`src/rtl/itra_pkg.sv`:
```
`default_nettype none

package itra_pkg;

    // Widths fixed by the item and register formats
    localparam int VALUE_BITS_DEFAULT = 32;
    localparam int IN_DATA_W          = 32;
    localparam int OUT_DATA_W         = 8;
    localparam int CHAR_W             = 7;
    localparam int DIGIT_W            = 4;
    localparam int RADIX_W            = 5;
    localparam int CFG_INDEX_W        = 2;
    localparam int CFG_DATA_W         = 5;

    // Register indexes on the configuration port
    localparam logic [CFG_INDEX_W-1:0] REG_RADIX    = 2'd0;
    localparam logic [CFG_INDEX_W-1:0] REG_UNSIGNED = 2'd1;
    localparam logic [CFG_INDEX_W-1:0] REG_LOWER    = 2'd2;

    localparam logic [RADIX_W-1:0] RADIX_RESET = 5'd10;
    localparam logic [RADIX_W-1:0] RADIX_MIN   = 5'd2;
    localparam logic [RADIX_W-1:0] RADIX_MAX   = 5'd16;

    // ASCII codes
    localparam logic [CHAR_W-1:0] CH_MINUS   = 7'h2D;
    localparam logic [CHAR_W-1:0] CH_ZERO    = 7'h30;
    localparam logic [CHAR_W-1:0] CH_UPPER_A = 7'h41;
    localparam logic [CHAR_W-1:0] CH_LOWER_A = 7'h61;
    localparam logic [DIGIT_W-1:0] DIGIT_TEN = 4'd10;

    // Commands from the controller to the datapath
    typedef struct packed {
        logic load;       // take a new value, clear the digit count
        logic div_step;   // one bit of the serial division
        logic push;       // store the remainder as the next digit
        logic rd;         // read the stack at the current index
        logic out_sign;   // load '-' into the output register
        logic out_digit;  // load the digit read from the stack
    } cmd_t;

    // Status from the datapath to the controller
    typedef struct packed {
        logic last_step;  // the current division step is the final one
        logic quot_zero;  // quotient is zero, no more digits
        logic neg;        // the value is negative
        logic idx_zero;   // the digit being sent is the last one
        logic slot_free;  // output register can take a character
    } sts_t;

    function automatic logic [CHAR_W-1:0] digit_char(input logic [DIGIT_W-1:0] d,
                                                    input logic lower);
        logic [CHAR_W-1:0] ext;
        logic [CHAR_W-1:0] c;
        ext = {{(CHAR_W-DIGIT_W){1'b0}}, d};
        if (d < DIGIT_TEN) begin
            c = CH_ZERO + ext;
        end
        else if (lower) begin
            c = CH_LOWER_A + ext - {{(CHAR_W-DIGIT_W){1'b0}}, DIGIT_TEN};
        end
        else begin
            c = CH_UPPER_A + ext - {{(CHAR_W-DIGIT_W){1'b0}}, DIGIT_TEN};
        end
        return c;
    endfunction

endpackage

`default_nettype wire

```
`src/rtl/integer_to_radix_ascii_top.sv`:
```
`default_nettype none

// Integer to radix text. Each input item carries one integer; its low
// VALUE_BITS bits are converted to text in the radix held by the radix
// register (values below 2 act as 2, above 16 act as 16). The characters
// leave as one output item each, most significant first, as 7-bit ASCII in
// the low bits of m_tdata, with m_tlast on the final character. Unless
// unsigned mode is set, a value with its top bit set is negative and gets a
// leading '-' followed by the digits of its magnitude; the most negative
// value converts exactly. Lowercase mode selects a-f over A-F; zero gives
// "0". Configuration registers: index 0 radix (reset 10), index 1 unsigned
// mode (reset 0), index 2 lowercase (reset 0); write them only while no
// conversion is in flight. One item at a time is converted: digits come from
// a bit-serial restoring divider, one division step per quotient bit, and
// each remainder is pushed onto the digit stack; each character is then
// sent as a stack read followed by an output load, which waits for a free
// output register. The output register lets the next item be accepted while
// the last character still waits for the sink.

module integer_to_radix_ascii_top #(
    parameter int VALUE_BITS = itra_pkg::VALUE_BITS_DEFAULT
) (
    input  wire logic                             clk,
    input  wire logic                             rst_n,
    // configuration write port
    input  wire logic                             cfg_we,
    input  wire logic [itra_pkg::CFG_INDEX_W-1:0] cfg_index,
    input  wire logic [itra_pkg::CFG_DATA_W-1:0]  cfg_data,
    // input items
    input  wire logic                             s_tvalid,
    output logic                                  s_tready,
    input  wire logic [itra_pkg::IN_DATA_W-1:0]   s_tdata,  // [31:0] value_bits
    // output items, one per character
    output logic                                  m_tvalid,
    input  wire logic                             m_tready,
    output logic      [itra_pkg::OUT_DATA_W-1:0]  m_tdata,  // [6:0] char_code, [7] zero
    output logic                                  m_tlast   // last_char
);
    import itra_pkg::*;

    cmd_t              cmd;
    sts_t              sts;
    logic [CHAR_W-1:0] char_code;

    // Sequence the conversion: divide, push digits, then send them in reverse
    itra_ctrl u_ctrl (
        .clk      (clk),
        .rst_n    (rst_n),
        .in_valid (s_tvalid),
        .in_ready (s_tready),
        .sts      (sts),
        .cmd      (cmd)
    );

    // Hold the registers, the divider, the digit stack and the output register
    itra_datapath #(
        .VALUE_BITS (VALUE_BITS)
    ) u_datapath (
        .clk       (clk),
        .rst_n     (rst_n),
        .cfg_we    (cfg_we),
        .cfg_index (cfg_index),
        .cfg_data  (cfg_data),
        .in_data   (s_tdata),
        .cmd       (cmd),
        .sts       (sts),
        .out_ready (m_tready),
        .out_valid (m_tvalid),
        .char_code (char_code),
        .last_char (m_tlast)
    );

    // Pad the character to a whole byte
    assign m_tdata = {{(OUT_DATA_W-CHAR_W){1'b0}}, char_code};

endmodule

`default_nettype wire

```
`src/rtl/itra_ram.sv`:
```
`default_nettype none

module itra_ram #(
    parameter int WIDTH = 4,
    parameter int DEPTH = 32
) (
    input  wire logic                     clk,
    input  wire logic                     we,
    input  wire logic [$clog2(DEPTH)-1:0] waddr,
    input  wire logic [WIDTH-1:0]         wdata,
    input  wire logic                     re,
    input  wire logic [$clog2(DEPTH)-1:0] raddr,
    output logic      [WIDTH-1:0]         rdata
);

    logic [WIDTH-1:0] mem_reg [DEPTH];
    logic [WIDTH-1:0] rdata_reg;

    always_ff @(posedge clk)
    begin
        if (we)
        begin
            mem_reg[waddr] <= wdata;
        end
        if (re)
        begin
            rdata_reg <= mem_reg[raddr];
        end
    end

    assign rdata = rdata_reg;

endmodule

`default_nettype wire

```
`src/rtl/itra_datapath.sv`:
```
`default_nettype none

module itra_datapath #(
    parameter int VALUE_BITS = itra_pkg::VALUE_BITS_DEFAULT
) (
    input  wire logic                             clk,
    input  wire logic                             rst_n,
    input  wire logic                             cfg_we,
    input  wire logic [itra_pkg::CFG_INDEX_W-1:0] cfg_index,
    input  wire logic [itra_pkg::CFG_DATA_W-1:0]  cfg_data,
    input  wire logic [itra_pkg::IN_DATA_W-1:0]   in_data,
    input  wire itra_pkg::cmd_t                   cmd,
    output itra_pkg::sts_t                        sts,
    input  wire logic                             out_ready,
    output logic                                  out_valid,
    output logic      [itra_pkg::CHAR_W-1:0]      char_code,
    output logic                                  last_char
);
    import itra_pkg::*;

    localparam int ADDR_W = $clog2(VALUE_BITS);
    localparam int CNT_W  = $clog2(VALUE_BITS + 1);

    // Configuration registers
    logic [RADIX_W-1:0] radix_reg;
    logic               unsigned_reg;
    logic               lower_reg;

    // Conversion state
    logic [VALUE_BITS-1:0] mag_reg;
    logic [DIGIT_W-1:0]    rem_reg;
    logic [ADDR_W-1:0]     bit_cnt_reg;
    logic [CNT_W-1:0]      count_reg;
    logic [ADDR_W-1:0]     idx_reg;
    logic                  neg_reg;

    // Output register
    logic                  out_valid_reg;
    logic [CHAR_W-1:0]     char_reg;
    logic                  last_reg;

    logic [VALUE_BITS-1:0] in_value;
    logic                  in_neg;
    logic [VALUE_BITS-1:0] mag_init;
    logic [RADIX_W-1:0]    base;
    logic [RADIX_W-1:0]    trial;
    logic                  q_bit;
    logic [DIGIT_W-1:0]    rem_next;
    logic [DIGIT_W-1:0]    ram_rdata;

    generate
        if (VALUE_BITS <= IN_DATA_W) begin : g_narrow
            assign in_value = in_data[VALUE_BITS-1:0];
        end
        else begin : g_wide
            assign in_value = {{(VALUE_BITS-IN_DATA_W){1'b0}}, in_data};
        end
    endgenerate

    always_comb
    begin
        in_neg   = !unsigned_reg && in_value[VALUE_BITS-1];
        mag_init = in_neg ? ({VALUE_BITS{1'b0}} - in_value) : in_value;

        if (radix_reg < RADIX_MIN)
        begin
            base = RADIX_MIN;
        end
        else if (radix_reg > RADIX_MAX)
        begin
            base = RADIX_MAX;
        end
        else
        begin
            base = radix_reg;
        end

        // restoring step: shift in the next dividend bit, subtract if it fits
        trial    = {rem_reg, mag_reg[VALUE_BITS-1]};
        q_bit    = (trial >= base);
        rem_next = q_bit ? DIGIT_W'(trial - base) : trial[DIGIT_W-1:0];
    end

    always_ff @(posedge clk or negedge rst_n)
    begin
        if (!rst_n)
        begin
            radix_reg    <= RADIX_RESET;
            unsigned_reg <= 1'b0;
            lower_reg    <= 1'b0;
        end
        else if (cfg_we)
        begin
            case (cfg_index)
                REG_RADIX:    radix_reg    <= cfg_data;
                REG_UNSIGNED: unsigned_reg <= cfg_data[0];
                REG_LOWER:    lower_reg    <= cfg_data[0];
                default:      ;
            endcase
        end
    end

    always_ff @(posedge clk or negedge rst_n)
    begin
        if (!rst_n)
        begin
            mag_reg     <= '0;
            bit_cnt_reg <= '0;
            count_reg   <= '0;
            neg_reg     <= 1'b0;
        end
        else if (cmd.load)
        begin
            mag_reg     <= mag_init;
            bit_cnt_reg <= '0;
            count_reg   <= '0;
            neg_reg     <= in_neg;
        end
        else if (cmd.div_step)
        begin
            mag_reg     <= {mag_reg[VALUE_BITS-2:0], q_bit};
            bit_cnt_reg <= bit_cnt_reg + ADDR_W'(1);
        end
        else if (cmd.push)
        begin
            bit_cnt_reg <= '0;
            count_reg   <= count_reg + CNT_W'(1);
        end
    end

    always_ff @(posedge clk)
    begin
        if (cmd.load || cmd.push)
        begin
            rem_reg <= '0;
        end
        else if (cmd.div_step)
        begin
            rem_reg <= rem_next;
        end

        if (cmd.push)
        begin
            idx_reg <= count_reg[ADDR_W-1:0];
        end
        else if (cmd.out_digit)
        begin
            idx_reg <= idx_reg - ADDR_W'(1);
        end
    end

    itra_ram #(
        .WIDTH (DIGIT_W),
        .DEPTH (VALUE_BITS)
    ) u_stack (
        .clk   (clk),
        .we    (cmd.push),
        .waddr (count_reg[ADDR_W-1:0]),
        .wdata (rem_reg),
        .re    (cmd.rd),
        .raddr (idx_reg),
        .rdata (ram_rdata)
    );

    always_ff @(posedge clk or negedge rst_n)
    begin
        if (!rst_n)
        begin
            out_valid_reg <= 1'b0;
        end
        else if (cmd.out_sign || cmd.out_digit)
        begin
            out_valid_reg <= 1'b1;
        end
        else if (out_ready)
        begin
            out_valid_reg <= 1'b0;
        end
    end

    always_ff @(posedge clk)
    begin
        if (cmd.out_sign)
        begin
            char_reg <= CH_MINUS;
            last_reg <= 1'b0;
        end
        else if (cmd.out_digit)
        begin
            char_reg <= digit_char(ram_rdata, lower_reg);
            last_reg <= (idx_reg == '0);
        end
    end

    always_comb
    begin
        sts.last_step = (bit_cnt_reg == ADDR_W'(VALUE_BITS - 1));
        sts.quot_zero = (mag_reg == '0);
        sts.neg       = neg_reg;
        sts.idx_zero  = (idx_reg == '0);
        sts.slot_free = !out_valid_reg || out_ready;
    end

    assign out_valid = out_valid_reg;
    assign char_code = char_reg;
    assign last_char = last_reg;

    // The stack never fills past its depth
    a_push_in_range: assert property (@(posedge clk) disable iff (!rst_n)
        cmd.push |-> (count_reg < CNT_W'(VALUE_BITS)))
        else $error("digit stack overflow");

    // A stored digit is always below the radix
    a_digit_below_base: assert property (@(posedge clk) disable iff (!rst_n)
        cmd.push |-> ({1'b0, rem_reg} < base))
        else $error("remainder not below radix");

    // Hold a waiting character until the sink takes it
    a_hold_while_stalled: assert property (@(posedge clk) disable iff (!rst_n)
        (out_valid_reg && !out_ready) |=>
            (out_valid_reg && $stable(char_reg) && $stable(last_reg)))
        else $error("output item changed while stalled");

endmodule

`default_nettype wire

```
`src/rtl/itra_ctrl.sv`:
```
`default_nettype none

module itra_ctrl (
    input  wire logic           clk,
    input  wire logic           rst_n,
    input  wire logic           in_valid,
    output logic                in_ready,
    input  wire itra_pkg::sts_t sts,
    output itra_pkg::cmd_t      cmd
);
    import itra_pkg::*;

    typedef enum logic [5:0] {
        ST_IDLE = 6'b000001,
        ST_DIV  = 6'b000010,
        ST_PUSH = 6'b000100,
        ST_SIGN = 6'b001000,
        ST_READ = 6'b010000,
        ST_LOAD = 6'b100000
    } state_t;

    state_t state_reg;
    state_t state_next;

    always_comb
    begin
        state_next = state_reg;
        cmd        = '0;
        in_ready   = 1'b0;
        case (state_reg)
            ST_IDLE:
            begin
                in_ready = 1'b1;
                if (in_valid)
                begin
                    cmd.load   = 1'b1;
                    state_next = ST_DIV;
                end
            end
            ST_DIV:
            begin
                cmd.div_step = 1'b1;
                if (sts.last_step)
                begin
                    state_next = ST_PUSH;
                end
            end
            ST_PUSH:
            begin
                cmd.push = 1'b1;
                if (!sts.quot_zero)
                begin
                    state_next = ST_DIV;
                end
                else if (sts.neg)
                begin
                    state_next = ST_SIGN;
                end
                else
                begin
                    state_next = ST_READ;
                end
            end
            ST_SIGN:
            begin
                if (sts.slot_free)
                begin
                    cmd.out_sign = 1'b1;
                    state_next   = ST_READ;
                end
            end
            ST_READ:
            begin
                cmd.rd     = 1'b1;
                state_next = ST_LOAD;
            end
            ST_LOAD:
            begin
                if (sts.slot_free)
                begin
                    cmd.out_digit = 1'b1;
                    state_next    = sts.idx_zero ? ST_IDLE : ST_READ;
                end
            end
            default:
            begin
                state_next = ST_IDLE;
            end
        endcase
    end

    always_ff @(posedge clk or negedge rst_n)
    begin
        if (!rst_n)
        begin
            state_reg <= ST_IDLE;
        end
        else
        begin
            state_reg <= state_next;
        end
    end

    // A stack read is always followed directly by the load state that uses its data
    a_read_then_load: assert property (@(posedge clk) disable iff (!rst_n)
        (state_reg == ST_READ) |=> (state_reg == ST_LOAD))
        else $error("stack read not followed by load");

    // Never overwrite a character the sink has not taken
    a_no_overwrite: assert property (@(posedge clk) disable iff (!rst_n)
        (cmd.out_sign || cmd.out_digit) |-> sts.slot_free)
        else $error("output register overwritten");

    // A non-negative value goes straight from its last digit to sending
    a_pos_to_read: assert property (@(posedge clk) disable iff (!rst_n)
        (state_reg == ST_PUSH && sts.quot_zero && !sts.neg) |=> (state_reg == ST_READ))
        else $error("missed transition to send");

endmodule

`default_nettype wire

```
`config.mk`:
```
export PLATFORM = sky130hd
export DESIGN_NAME = integer_to_radix_ascii_top
export DESIGN_NICKNAME = d
export VERILOG_FILES = /design/src/rtl/itra_pkg.sv /design/src/rtl/integer_to_radix_ascii_top.sv /design/src/rtl/itra_ram.sv /design/src/rtl/itra_datapath.sv /design/src/rtl/itra_ctrl.sv
export SDC_FILE = /design/constraint.sdc
export NUM_CORES = 1
export LEC_CHECK = 0
export BUFFER_PORTS_ARGS = -buffer_cell sky130_fd_sc_hd__clkbuf_2
export CORE_ASPECT_RATIO = 1.75
export CORE_MARGIN = 2
export CORE_UTILIZATION = 55
export CTS_BUF_LIST = sky130_fd_sc_hd__clkbuf_16
export DETAILED_ROUTE_END_ITERATION = 8
export HOLD_SLACK_MARGIN = 0.12
export MAX_ROUTING_LAYER = met4
export PLACE_DENSITY = 0.81
export SLEW_MARGIN = 20
export SYNTH_ARGS = -nofsm -noshare
export SYNTH_HDL_FRONTEND = slang
export SYNTH_SLANG_ARGS = --single-unit
export TNS_END_PERCENT = 10
```
`constraint.sdc`:
```
create_clock -name clk -period 2.68 [get_ports clk]
set_input_delay 0.804 -clock clk [delete_from_list [all_inputs] [get_ports clk]]
set_output_delay 0.804 -clock clk [all_outputs]
set_load 0.005 [all_outputs]
```
======== After elaboration in Yosys (flattened, before gate mapping) ========
Memory sizes are Yosys's and may differ from the RTL's. A register that Yosys moved wholly into a read port is not among the register bits.
Index checks and enable logic that the tools add are counted.
word-level totals
  register bits after elaboration ......... 75
  bits in writable memories ............... 128
  input port bits ......................... 44
  output and inout bits ................... 11
  word-level logic and storage cells ...... 98
  memories ................................ 1
operators by class
  add/subtract/negate cells ............... 10
  $lt $le $gt $ge ......................... 4
  equality and inequality tests ........... 14
  multiplexer cells ....................... 37
  reduce and logical (&&, ||, !) cells .... 19
memories
  memory                      words  bits a word  rd ports  clocked after Yosys merged registers in  wr ports  line            source
  u_datapath.u_stack.mem_reg  32     4            1         1                                        1         itra_ram.sv:16  logic [WIDTH-1:0] mem_reg [DEPTH];
operators by type and width
  cell                   number
  $mux 32                3
  $mux 5                 10
  $mux 6                 7
  $pmux 6 s6             1
  $logic_not 32->1       1
  $sub 1x32->32 const A  1
  $mux 7                 2
  $sub 7x4->7 const B    2
  $mux 1                 13
  $ne 2x2->1 const B     4
  $reduce_and 2->1       4
  $reduce_bool 2->1      4
  $add 6x4->7 const A    1
  $add 6x5->7 const A    1
  $add 7x4->7 const A    1
  $add 6x1->6 const B    1
  $eq 6x1->1 const B     1
  $eq 6x2->1 const B     1
  $eq 6x3->1 const B     1
  $eq 6x4->1 const B     1
  $eq 6x5->1 const B     1
  $eq 6x6->1 const B     1
  $add 5x1->5 const B    1
  $eq 5x5->1 const B     1
  other kinds (17)       20

======== Longest topological paths before layout ========
Gate-level depths: netlist (run 1).
  depth after elaboration ................. 6
  gate-level depth with buffers ........... 10
  mapped depth without buffers ............ 10

======== Hierarchy ========
Synthesis (run 1) repeated with hierarchy kept, for this count alone.
second synthesis, totals
  cell total of the unflattened synthesis .. 725
  area, all modules ....................... 9716.8 um^2
by module, submodules not included
  module                      times used  cells an instance  area an instance (um^2)  sequential area each (um^2)
  itra_ram                    1           231                5178.7                   3963.8
  itra_datapath               1           442                4093.9                   1669.1
  itra_ctrl                   1           50                 432.9                    151.4
  integer_to_radix_ascii_top  1           2                  11.3                     0.0

======== Worst setup path before layout (run 1) ========
Ideal clock, no wire load.
  path kind ............................... input to register
  start ................................... input s_tdata[14] in the netlist's numbering
  end ..................................... register u_datapath.mag_reg[28]
  library setup time ...................... 0.132 ns
  arrival ................................. 2.227 ns
  required time ........................... 2.548 ns
  path slack .............................. 0.321 ns
  stages on the path ...................... 5
  path buffers ............................ 0
  path through ............................ or4_4 -> or4_4 -> nor3_2 -> mux2i_1 -> o21ai_1
between the ends
  cells in the longest elaborated chain, start to end .. 3
RTL lines
  what                  line                              source
  start, declared       integer_to_radix_ascii_top.sv:32  input wire logic [itra_pkg::IN_DATA_W-1:0] s_tdata,
  $sub 1x32->32         itra_datapath.sv:63               mag_init = in_neg ? ({VALUE_BITS{1'b0}} - in_value) : in_value;
  $mux 32               itra_datapath.sv:63
  $mux 32               itra_datapath.sv:112              else if (cmd.load)
  end signal, assigned  itra_datapath.sv:114              mag_reg <= mag_init;
  end signal, assigned  itra_datapath.sv:121              mag_reg <= {mag_reg[VALUE_BITS-2:0], q_bit};
  end, declared         itra_datapath.sv:30               logic [VALUE_BITS-1:0] mag_reg;
No other way between the ends.
A chain may end at the register's enable or synchronous reset.

======== Worst setup path after layout (run 1) ========
  start ................................... register u_ctrl.state_reg[4]
  end ..................................... output s_tready
between the ends
  cells in the longest elaborated chain, start to end .. 2
RTL lines
  what                    line                              source
  start, declared         itra_ctrl.sv:22                   state_t state_reg;
  start signal, assigned  itra_ctrl.sv:100                  state_reg <= state_next;
  $eq 6x1->1              itra_ctrl.sv:30                   case (state_reg)
  $mux 1                  itra_ctrl.sv:30
  end, declared           integer_to_radix_ascii_top.sv:31  output logic s_tready,
No other way between the ends.

==> reports/qor.yml, run 1 <==
cts:
  cts_sinks: 206
  clock_tree.root_cell: "clkbuf_16"
  clockBufferDepth: 3
  clkSlewWorstSetupHoldPaths_ns: 0.07
  cts-hold-fix-buffers: 0
  worstSkewPairLatency_ns: 0.49
  htree_num_levels: 1
  cts_tree: "done"
  cts_resized: 0
  cts_buffers: 18
  postCtsSetupBuffers: 0
sta:
  finalHoldViolations: 0
  max-slew-margin-rel_pct: 52.3
  period_needed_ns: 2.58
  setup_violations: 0
  fmax_mhz: 388
  worst_slew_pin_slew_ns: 0.715
  maxSlewViolCount: 0
  post-route-period-util_pct: 96.2
  fin_skew_ns: 0.0104
  rsz0062_at_grt: "false"
  fin_tns_setup_ns: 0
  holdWs_ns: 0.441
synth:
  syn_nets: 786
  yosys-top-cells-area: "edfxtp_1 42%, dfrtp_1 14%, mux4_2 7.4%, nor2_1 3.0%, dfxtp_1 2.5%"
  yosys_warnings: 0
  ys_types: 70
  ys_seq_elements: 206
  synth_top_cell_area_share_pct: 42.5
  synth-async-reset-ratio_pct: 27.7
  syn_area_per_cell_um2: 13.3
  synthCells: 727
  synth_area_um2: 9680
  synth_edf_count: 137
  seq_area_frac_synth_pct: 59.7
  synth_ff_type: "edfxtp_1"
  synth_top_area_cell: "edfxtp_1"
worst_setup_path:
  critical_path_class: "flop to primary output"
  critPathLaunchType: "flop"
  reg2reg_depth: 6
  setup.worst_path.end: "s_tready"
  reg2reg_from: "u_ctrl.state_reg[3]"
  cp-startpoint: "u_ctrl.state_reg[4]"
  r2r_slack_ns: 0.16
  arrival_ns: 1.77
  r2r_end: "u_datapath.u_stack.mem_reg[3][1]"
  path_max_fanout: 8
  crit_required_ns: 1.88
  endpoint_kind: "primary output"
pwr:
  pwr-share-seq_pct: 46.8
  report.power.total_mw: 8.92
  powerDensity_nw_per_um2: 811
  cellLeakagePower_nw: 4.05
  comb_power_share_pct: 19.3
  ir_worst_vdd_mv: 0.471
  internal-power_mw: 6.43
  clkPwrFrac_pct: 33.8
  p_sw_share_pct: 27.9
  switchingPower_mw: 2.49
cells_and_area:
  layout_common_cells: "137 x edfxtp_1, 77 x nor2_1, 54 x dfrtp_1"
  largest_reg_flops: 128
  drive_gt1_share_pct: 21.8
  insertedDiodeCount: 0
  layout.nets: 851
  final_cell_area_um2: 11000
  layout_commonest_cell: "edfxtp_1"
  syn_to_final_growth_pct: 13.5
drt:
  drt-total-wl_um: 22200
  drtPass1Iterations: 4
  highest_layer: "met4"
  dr_wl_met2_um: 12600
  via_per_inst: 6.20
  drt_first_iter_violations: 503
  post_drt_wl_per_cell_um: 21.5
  vias: 6419
  final_antenna_net_count: 0
  wl_met1_um: 7400
  remaining_drc_errors: 0
  wl_met3_um: 954
floorplan:
  core_area_um2: 17400
  die_x_um: 104
  die_height_um: 180
  fp-row-count: 64
  io_pins: 55
  die_area_um2: 18700
  start_util_pct: 55.7
place:
  gp_congestion: 0.923
  portBuffers: 53
  hpwl_um: 15800
  place_area_um2: 10300
global_route:
  grt_pass1_wl_um: 35200
  overflow: 0
  grtUsageTotal_pct: 24.7
  antenna_found_initial: 0
  grt_max_degree: 58
  first_global_vias: 6829
job:
  drv_cap: 0
outcome:
  outcome: "complete, no violations"
min_path:
  worstHoldPathType: "primary input to asynchronous set/reset pin"
cell type report:
class | count | area [µm²]
clock buffer | 19 | 475
clock inverter | 13 | 215
fill | 1282 | 6380
inverter | 15 | 56.3
multi-input combinational | 468 | 3670
sequential | 206 | 5780
tap | 231 | 289
timing repair buffer | 83 | 503
cell families after synthesis:
family | count (synthesis) | synth area share [%]
AO/OA/AOI/OAI | 145 | 10.4
AND/OR/NAND/NOR | 212 | 11.8
other | 1 | 0.0387
multiplexers | 62 | 10.6
flip-flops | 206 | 59.7
buffers and inverters | 53 | 2.35
adder cells (fa/ha/maj) | 15 | 2.02
XOR/XNOR | 33 | 2.98
cell usage after synthesis, types with 12 or more instances:
cell / number
a22oi_1: 17
mux4_2: 32
a21oi_1: 21
nor4_1: 12
clkbuf_1: 21
ha_1: 14
mux2i_1: 23
dfxtp_1: 12
dfrtp_1: 54
inv_1: 14
nor2_1: 77
xor2_1: 22
nand3_1: 13
o21ai_1: 32
nand2_1: 35
edfxtp_1: 137
metrics by stage:
step                utilization [%]  instances  setup slack [ns]
global route                   63.3       1035            0.0188
CTS                            63.3       1035             0.106
floorplan                         -        727             0.321
finish                         63.3       1035             0.101
detailed placement             59.3       1003            0.0573
global placement               59.3       1003             0.131
power by group through the flow:
stage                     Sequential [mW]  Combinational, mW  Clock, mW
after floorplan                      4.18               1.19          0
after global placement               4.21               1.63          0
after detailed placement             4.23               1.73          0
after CTS                            4.17               1.73       3.03
after global routing                 4.21               1.94       3.14
final                                4.18               1.72       3.02
critical path, cell delays in order, from the launching register on:
cell and delay, ns:
dfrtp_1 0.50, nor4_4 0.42, nand2_1 0.17, clkinv_1 0.09
clkbuf_2 0.11
how the worst min path moves through the flow:
stage                                    startpoint                         to  slack [ns]  depth (start not counted)
final                                         rst_n     u_datapath.mag_reg[20]        0.44                          2
after global routing        u_datapath.char_code[2]    u_datapath.char_code[2]        0.51                          2
after CTS                                     rst_n       u_datapath.out_valid        0.47                          2
after detailed placement    u_datapath.char_code[2]    u_datapath.char_code[2]        0.47                          2
after global placement      u_datapath.char_code[2]    u_datapath.char_code[2]        0.45                          2
after floorplan           u_datapath.bit_cnt_reg[2]  u_datapath.bit_cnt_reg[2]        0.45                          1
routing by layer:
layer	track usage [%]	vias to the layer above
met4	12.9	0
met5	-	-
met3	2.65	81
met2	46.2	228
met1	24.8	3181
li1	-	2929
(Power assumes the default switching activity.)
==> inputs of run 2 (changes only) <==
==> constraint.sdc (replaced) <==
create_clock -name clk -period 3.12 [get_ports clk]
set_input_delay 0.936 -clock clk [delete_from_list [all_inputs] [get_ports clk]]
set_output_delay 0.936 -clock clk [all_outputs]
set_load 0.005 [all_outputs]
==> run 2 against run 1 <==
Clock skew increased by 0.011 ns. Core utilization down 1.2 points. Clock-buffer cell count unchanged. Wire length shrank 3.7%. Register-to-register slack improved by 0.44 ns. Critical path depth did not move. Final cell count shrank 0.87%.
==> reports/qor.yml, run 2 (synthesis results as in run 1) <==
cells_and_area:
  largest_reg_flops: 128  # unchanged
  fin_cells: 1026  # -0.87%
  drive_gt1_share_pct: 20.8  # -1.0 points
  final_cell_area_um2: 10800  # -1.9%
  layout_commonest_cell: "edfxtp_1"
  layout_common_cells: "137 x edfxtp_1, 77 x nor2_1, 54 x dfrtp_1"
  insertedDiodeCount: 0  # unchanged
  syn_to_final_growth_pct: 11.4
  layout.nets: 842  # -1.1%
cts:
  clkSlewWorstSetupHoldPaths_ns: 0.07  # about the same
  cts_tree: "done"
  clock_tree.root_cell: "clkbuf_16"
  worstSkewPairLatency_ns: 0.48  # about the same
  cts_resized: 0  # unchanged
  cts_buffers: 18  # unchanged
  htree_num_levels: 1  # unchanged
  clockBufferDepth: 3  # unchanged
  postCtsSetupBuffers: 0  # unchanged
  cts_sinks: 206  # unchanged
  cts-hold-fix-buffers: 0  # unchanged
drt:
  post_drt_wl_per_cell_um: 20.8  # -2.9%
  via_per_inst: 6.22  # +0.36%
  remaining_drc_errors: 0  # unchanged
  final_antenna_net_count: 0  # unchanged
  vias: 6386  # -0.51%
  drt-total-wl_um: 21400  # -3.7%
  drt_first_iter_violations: 533  # +6.0%
  drtPass1Iterations: 5  # +1
worst_setup_path:
  path_delay_family: "simple AND/OR/NAND/NOR gates"
  critical_path_class: "flop to primary output"
  crit_required_ns: 2.18  # +0.30 ns
  cp_num_buf_inv: 2  # unchanged
  endpoint_kind: "primary output"
  cp_slowest_stage_delay_ns: 0.50  # about the same
  worst_path_max_delay_cell: "dfrtp_1"
  path_max_fanout: 8  # unchanged
  arrival_ns: 1.76  # about the same
  critPathLaunchType: "flop"
  crit_chain: "nor4_4 > nand2_1 > clkinv_1 > clkbuf_2"
pwr:
  comb_power_share_pct: 20.4  # +1.1 points
  powerDensity_nw_per_um2: 659  # -19%
  ir_worst_vdd_mv: 0.629  # +34%
  p_sw_share_pct: 29.2  # +1.4 points
  internal-power_mw: 5.03  # -22%
  switchingPower_mw: 2.08  # -16%
  clkPwrFrac_pct: 29.2  # -4.6 points
  pwr-share-seq_pct: 50.4  # +3.6 points
  report.power.total_mw: 7.10  # -20%
  cellLeakagePower_nw: 3.95  # -2.6%
global_route:
  grt_pass1_wl_um: 34000  # -3.3%
  grtUsageTotal_pct: 23.7  # -1.0 points
  antenna_found_initial: 0  # unchanged
  first_global_vias: 6519  # -4.5%
  grt_max_degree: 58  # unchanged
  overflow: 0  # unchanged
sta:
  fin_tns_setup_ns: 0  # unchanged
  period_needed_ns: 2.69
  worst_slew_pin_slew_ns: 0.718  # +0.00281 ns
  setup_ws_ns: 0.426  # +0.325 ns
  max-slew-margin-rel_pct: 50.9  # -1.4 points
  rsz0062_at_grt: "false"
  finalHoldViolations: 0  # unchanged
  setup_violations: 0  # unchanged
  fmax_mhz: 371
  maxSlewViolCount: 0  # unchanged
  post-route-period-util_pct: 86.3
  fin_skew_ns: 0.0216  # +0.0112 ns
floorplan:
  die_area_um2: 18700  # unchanged
  fp-row-count: 64  # unchanged
  die_height_um: 180  # unchanged
  core_area_um2: 17400  # unchanged
  die_x_um: 104  # unchanged
  start_util_pct: 55.7  # unchanged
  io_pins: 55  # unchanged
min_path:
  worstHoldPathType: "flop to flop"
place:
  placed_cells: 994  # -0.90%
  place_area_um2: 10200  # -0.66%
  post-place-ws_ns: 0.380  # +0.323 ns
  hpwl_um: 15200  # -4.1%
  portBuffers: 53  # unchanged
  gp_congestion: 0.935  # +1.3%
outcome:
  outcome: "complete, no violations"
job:
  drv_cap: 0  # unchanged
## run 2: path summary, 6_finish.rpt
kind | from | to | slack, ns | cells after the start
setup reg to reg | u_ctrl.state_reg[3] | u_datapath.u_stack.mem_reg[16][2] | 0.60 | 5
setup / recovery | u_ctrl.state_reg[5] | s_tready | 0.43 | 4
hold reg to reg | u_datapath.char_code[2] | u_datapath.char_code[2] | 0.48 | 2
min in group asynchronous | rst_n | u_datapath.out_valid | 0.59 | 2
max in group asynchronous | rst_n | u_datapath.bit_cnt_reg[4] | 2.05 | 2
hold / removal | u_datapath.char_code[2] | u_datapath.char_code[2] | 0.48 | 2
## run 2: final cells by class
cell class / instances / area (µm²)
Timing Repair Buffer: 74 / 435
Fill cell: 1273 / 6590
Multi-Input combinational cell: 468 / 3670
Clock buffer: 19 / 475
Sequential cell: 206 / 5780
Inverter: 15 / 56.3
Tap cell: 231 / 289
Clock inverter: 13 / 72.6
## run 2: per-layer routing
metal	GRT usage [%]	part of all wire (%)	vias up
met5	-	0	-
met4	10.7	5.0	0
met3	2.18	4.2	69
met1	25.1	34	3157
li1	-	-	2916
met2	43.9	56	244
## run 2: power by group through the flow
stage | Combinational, mW | Clock [mW] | Sequential (mW)
floorplan | 1.02 | 0 | 3.59
global placement | 1.39 | 0 | 3.62
detailed placement | 1.45 | 0 | 3.63
CTS | 1.45 | 2.10 | 3.57
global route | 1.61 | 2.19 | 3.61
finish | 1.45 | 2.08 | 3.58
## run 2: worst min-delay path: cells and delay by family, from the launching register on
| kind | cells | cell delay (ns) |
|---|---|---|
| compound gates | 1 | 0.06 |
| flops | 1 | 0.33 |
| simple gates | 1 | 0.06 |
## run 2: per-stage QoR
stage | util, % | hold slack [ns]
after floorplan | - | 0.454
after global placement | 58.9 | 0.452
after detailed placement | 58.9 | 0.464
after CTS | 62.1 | 0.479
after global routing | 62.1 | 0.516
final | 62.1 | 0.477
